===== src/rtl/bb3_pkg.sv =====
// ----------------------------------------------------------------------------
// bb3_pkg
// Shared constants and types of the 3x3 box blur: register codes, field
// widths, reset values and the control word that travels down the pipeline.
// ----------------------------------------------------------------------------
package bb3_pkg;

    // default geometry of the line store and of one color channel
    localparam int DEF_MAX_WIDTH    = 1024;
    localparam int DEF_CHANNEL_BITS = 8;

    // port field widths
    localparam int IO_CHANNEL_BITS  = 8;
    localparam int WIDTH_REG_BITS   = 11;
    localparam int HEIGHT_REG_BITS  = 13;
    localparam int CFG_INDEX_BITS   = 4;
    localparam int CFG_DATA_BITS    = 13;

    // register limits and reset values
    localparam int MIN_DIM          = 3;
    localparam int HEIGHT_LIMIT     = 4096;
    localparam int RESET_WIDTH      = 640;
    localparam int RESET_HEIGHT     = 480;

    // register indexes
    localparam logic [CFG_INDEX_BITS-1:0] REG_IMAGE_WIDTH  = CFG_INDEX_BITS'(0);
    localparam logic [CFG_INDEX_BITS-1:0] REG_IMAGE_HEIGHT = CFG_INDEX_BITS'(1);

    // per-item control carried beside the pixel data
    typedef struct packed {
        logic valid;    // item produces a result
        logic border;   // pass the center pixel through
        logic last;     // final pixel of the image
    } bb3_ctrl_t;

endpackage


===== src/rtl/bb3_mean.sv =====
// ----------------------------------------------------------------------------
// bb3_mean
// Two-stage mean of a 3x3 window: nine-term channel sums, then division by
// nine as a multiply by a scaled reciprocal. The second stage is the output
// register of the block; border items take the window center instead.
// ----------------------------------------------------------------------------
module bb3_mean #(
    parameter int CHANNEL_BITS = 8
) (
    input  logic                                     clk,
    input  logic                                     rst_n,
    input  logic                                     en,
    input  bb3_pkg::bb3_ctrl_t                       ctrl_in,
    input  logic [8:0][3*CHANNEL_BITS-1:0]           window,
    output bb3_pkg::bb3_ctrl_t                       ctrl_out,
    output logic [2:0][CHANNEL_BITS-1:0]             result
);

    import bb3_pkg::*;

    localparam int CB         = CHANNEL_BITS;
    localparam int SUM_BITS   = CB + 4;
    localparam int SHIFT      = SUM_BITS + 4;
    localparam int RECIP_BITS = SHIFT - 3;
    localparam int PROD_BITS  = SUM_BITS + RECIP_BITS;
    // ceil(2^SHIFT / 9): error stays below 1/16 of a unit, so the floor is exact
    localparam logic [RECIP_BITS-1:0] RECIP = RECIP_BITS'(((1 << SHIFT) + 8) / 9);

    bb3_ctrl_t                       ctrl_a_reg;
    bb3_ctrl_t                       ctrl_b_reg;
    logic [2:0][SUM_BITS-1:0]        sum_next;
    logic [2:0][SUM_BITS-1:0]        sum_reg;
    logic [2:0][CB-1:0]              center_reg;
    logic [2:0][PROD_BITS-1:0]       prod;
    logic [2:0][CB-1:0]              result_next;
    logic [2:0][CB-1:0]              result_reg;

    // nine-term sum per channel
    always_comb
    begin
        for (int ch = 0; ch < 3; ch++)
        begin
            sum_next[ch] = '0;
            for (int k = 0; k < 9; k++)
            begin
                sum_next[ch] = sum_next[ch] + SUM_BITS'(window[k][ch*CB +: CB]);
            end
        end
    end

    // divide by nine, or pass the center on the border
    always_comb
    begin
        for (int ch = 0; ch < 3; ch++)
        begin
            prod[ch]        = PROD_BITS'(sum_reg[ch]) * PROD_BITS'(RECIP);
            result_next[ch] = ctrl_a_reg.border ? center_reg[ch] : prod[ch][SHIFT +: CB];
        end
    end

    // control of both stages
    always_ff @(posedge clk or negedge rst_n)
    begin
        if (!rst_n)
        begin
            ctrl_a_reg <= '0;
            ctrl_b_reg <= '0;
        end
        else if (en)
        begin
            ctrl_a_reg <= ctrl_in;
            ctrl_b_reg <= ctrl_a_reg;
        end
    end

    // data of both stages
    always_ff @(posedge clk)
    begin
        if (en)
        begin
            sum_reg    <= sum_next;
            center_reg <= window[4];
            result_reg <= result_next;
        end
    end

    assign ctrl_out = ctrl_b_reg;
    assign result   = result_reg;

endmodule


===== config.mk =====
export PLATFORM = sky130hd
export DESIGN_NAME = bb3_mean
export DESIGN_NICKNAME = d
export VERILOG_FILES = /design/src/rtl/bb3_pkg.sv /design/src/rtl/bb3_mean.sv
export SDC_FILE = /design/constraint.sdc
export NUM_CORES = 1
export LEC_CHECK = 0
export BUFFER_PORTS_ARGS = -buffer_cell sky130_fd_sc_hd__buf_4
export CAP_MARGIN = 40
export CORE_UTILIZATION = 40
export DETAILED_ROUTE_END_ITERATION = 6
export PLACE_DENSITY = 0.67
export SLEW_MARGIN = 25
export SYNTH_ARGS = -nofsm -noshare
export SYNTH_HDL_FRONTEND = slang
export SYNTH_SLANG_ARGS = --single-unit
export TNS_END_PERCENT = 10

===== constraint.sdc =====
create_clock -name clk -period 7.45 [get_ports clk]
set_clock_uncertainty 0.15 [all_clocks]
set_input_delay 1.49 -clock clk [delete_from_list [all_inputs] [get_ports clk]]
set_output_delay 1.49 -clock clk [all_outputs]
set_load 0.005 [all_outputs]

# Word level (Yosys, flattened, before mapping)
# Cells that the tools add are included.
[word_totals]
in_bits = 222
word_cells = 45
out_inout_bits = 27
reg_bits = 90
[classes]
mux = 3
mul = 3
add_sub_neg = 24
[ops]
columns = ["cell", "n"]
rows = [
  ["adder 12 x 8 -> 12 bit", 12],
  ["multiplier 12 x 12 -> 23 bit, second input constant", 3],
  ["adder 11 x 8 -> 12 bit", 3],
  ["adder 10 x 8 -> 11 bit", 3],
  ["adder 9 x 8 -> 10 bit", 3],
  ["adder 8 x 8 -> 9 bit", 3],
  ["2-to-1 mux 8 bit", 3],
]

# Logic depth before layout (Yosys ltp)
[logic_depth]
ltp_word = 8
ltp_mapped = 18
depth_no_buf = 18

# Worst setup path after synthesis
# OpenSTA, ideal clock, no wires.
[synth_path]
path_type = "input-to-reg"
startpoint = "in window[74] (netlist bit)"
endpoint = "reg sum_reg[10] (netlist bit), data pin"
setup_time_ns = 0.266
arrival_ns = 5.361
cell_stages = 16
n_path_buf = 0
slack_ns = 1.673
required_ns = 7.034
path_cell_list = "fa_1 -> inv_1 -> fa_1 -> inv_1 -> fa_1 -> inv_1 -> fa_1 -> inv_1 -> ha_1 -> fa_1 -> a21o_1 -> a21oi_1 -> o21bai_1 -> a2111oi_0 -> nor3_1 -> xor2_1"
[synth_lines]
columns = ["element", "line", "source"]
rows = [
  ["from (decl)", "bb3_mean.sv:14", "input logic [8:0][3*CHANNEL_BITS-1:0] window,"],
  ["to (signal assigned)", "bb3_mean.sv:81", "sum_reg <= sum_next;"],
  ["to (decl)", "bb3_mean.sv:32", "logic [2:0][SUM_BITS-1:0] sum_reg;"],
]

==> results_dict.tcl <==
set metrics [dict create \
    fp.dieH_um 192.7 \
    grt.overflow.total 0 \
    finalSetupTns_ps 0 \
    largest_reg_flops 36 \
    ioPinCount 249 \
    cts.repair.resized 0 \
    min-delay-start "ctrl_a_reg[2]" \
    synthFlopType "edfxtp_1" \
    grt_pass1_vias 10346 \
    final_antenna_net_count 0 \
    drive_gt1_share_pct 18.32 \
    placement.cell_area_um2 16970 \
    cts-root-buf "clkbuf_16" \
    ctsHoldBuffers 0 \
    timing.final.crit_share_pct 77.64 \
    std_cell_rows 69 \
    hold_violations 0 \
    rsz0062_at_grt "false" \
    max_freq_mhz 172.9 \
    avgSynthCellArea_um2 10.93 \
    required_ps 7400 \
    synthTopCellsByArea "fa_1, ha_1, edfxtp_1, inv_1, xnor2_1" \
    netlist_area_um2 14540 \
    setup_violations 0 \
    ys_async_sr_fraction_pct 6.667 \
    slew_violations 0 \
    drt-total-wl_um 29310 \
    dr.pass1.iters 6 \
    critical_path_arrival_ps 5730 \
    cts_tree "yes" \
    drcViolationCount 8 \
    critPathCaptureType "flip-flop" \
    start_util_pct 40.79 \
    crit_path_start "window[82]" \
    areaGrowthSynthToFinish_pct 18.52 \
    dp_hpwl_um 26180 \
    layout.nets 2294 \
    post-cts-setup-buffers 0 \
    clock-sinks 90 \
    tightest_slew_ps 798.9 \
    synthesis.nets 2042 \
    grt_max_degree 85 \
    setup_slack_ps 1666 \
    yosysMostFrequentCell "inv_1" \
    core_um2 35660 \
    globalplace.congestion 0.8757 \
    htreeDepth 3 \
    antenna_found_initial 0 \
    failed_checks "DRC" \
    viasPerCell 4.783 \
    clk_pin_slew_ps 70 \
    antenna_cells 0 \
    routedWlPerCell_um 14.31 \
    max_slew_margin_pct 46.74 \
    clockBufferDepth 2 \
    io_buffer_count 248 \
    fin_crit_ps 5784 \
    startpoint_type "primary input" \
    drt_iter0_drc 392 \
    ys_types 67 \
    synth.yosys.seq_area_share_pct 18.38 \
    synth_top_area_cell "fa_1" \
    cap_violations 0 \
    synth.top_cell.area_share_pct 34.28 \
    yosys-top-cells-count "inv_1, fa_1, ha_1, edfxtp_1, nand2_1" \
    syn-instance-count 1331 \
    timing_worst_setup_path_type "primary input to flip-flop" \
    dieArea_um2 37120 \
    cts-buffers-inserted 9 \
    grt_use_total_pct 16.84 \
    synth_warnings 0 \
    fillers 3277 \
    post-place-ws_ps 1281 \
    design_area_um2 17240 \
    min_path_cells 1 \
    worst_skew_pair.late_latency_ps 360 \
    outcome "finished, violations left" \
    synth-edff-count 84 \
    r2r_start "sum_reg[27]" \
    r2r_cells 16 \
    vias 9801 \
    crit_fanout 2 \
    min_path_type "flip-flop to flip-flop" \
    die_x_um 192.7 \
    grt_pass1_wl_um 49020 \
    yosys_register_bits 90 \
]
[worst max-delay path: stages]
cell and delay [ps]:
buf_4 120, fa_1 530, inv_1 60, fa_1 530, inv_1 50, fa_1 470
inv_1 50, fa_1 470, inv_1 50, ha_1 220, fa_1 480, a21o_1 190
a21oi_1 230, o21bai_1 120, a2111oi_0 400, nor3_1 120, xor2_1 160
[logic make-up after synthesis]
kind of cell,after synthesis,synth area share [%]
flip-flops,90,18.38
AO/OA/AOI/OAI,172,8.509
XOR/XNOR,44,2.650
adder cells (fa/ha/maj),489,54.93
multiplexers,11,0.8001
AND/OR/NAND/NOR,142,4.853
buffers and inverters,383,9.886
[final timing paths]
path | endpoint | slack [ps]
min reg2reg | ctrl_out[2] | 360
max in group asynchronous | ctrl_a_reg[1] | 6230
min in group asynchronous | ctrl_out[2] | 780
min | ctrl_out[2] | 360
max reg2reg | result[23] | 2160
max | sum_reg[22] | 1670
[final cells by class]
class	count	area (um^2)	area share, %
multi-input combinational	858	10430	60.53
sequential	90	2674	15.51
timing repair buffer	250	1881	10.91
inverter	374	1404	8.145
tap	461	576.8	3.346
clock buffer	9	225.2	1.307
clock inverter	7	43.79	0.2541
[metrics by stage]
| stage | cells | hold slack [ps] | utilization (%) |
|---|---|---|---|
| floorplan | 1331 | 325.0 | - |
| global placement | 2033 | 331.6 | 47.58 |
| detailed placement | 2033 | 345.9 | 47.59 |
| CTS | 2049 | 362.0 | 48.34 |
| global route | 2049 | 385.2 | 48.34 |
| finish | 2049 | 358.0 | 48.34 |
[routing by layer]
layer  wire length [um]  GRT usage (%)  vias to the layer above
met5                  0              0                        -
met4                477          4.179                        0
met3                804          2.128                       26
met2              15590          30.44                      149
met1              12440          21.13                     4838
li1                   -              -                     4788
[cells in the final DEF (no fill, tap or decap), types with 6 or more instances in the layout]
| cell | count |
|---|---|
| o21ai_0 | 23 |
| a211oi_1 | 12 |
| ha_1 | 240 |
| xor2_1 | 11 |
| xnor2_1 | 33 |
| inv_1 | 374 |
| fa_1 | 249 |
| buf_4 | 249 |
| mux2i_1 | 6 |
| and4_1 | 6 |
| nor2_1 | 31 |
| o21bai_1 | 7 |
| nand3_1 | 8 |
| nor3_1 | 24 |
| nand4_1 | 7 |
| clkbuf_16 | 9 |
| o31ai_1 | 7 |
| o21a_1 | 11 |
| nor2b_1 | 11 |
| nand2_1 | 38 |
| a21oi_1 | 36 |
| a21o_1 | 26 |
| edfxtp_1 | 84 |
Power is not shown: default switching activity piles up to over one toggle a cycle in this logic, so the estimate is an artifact.
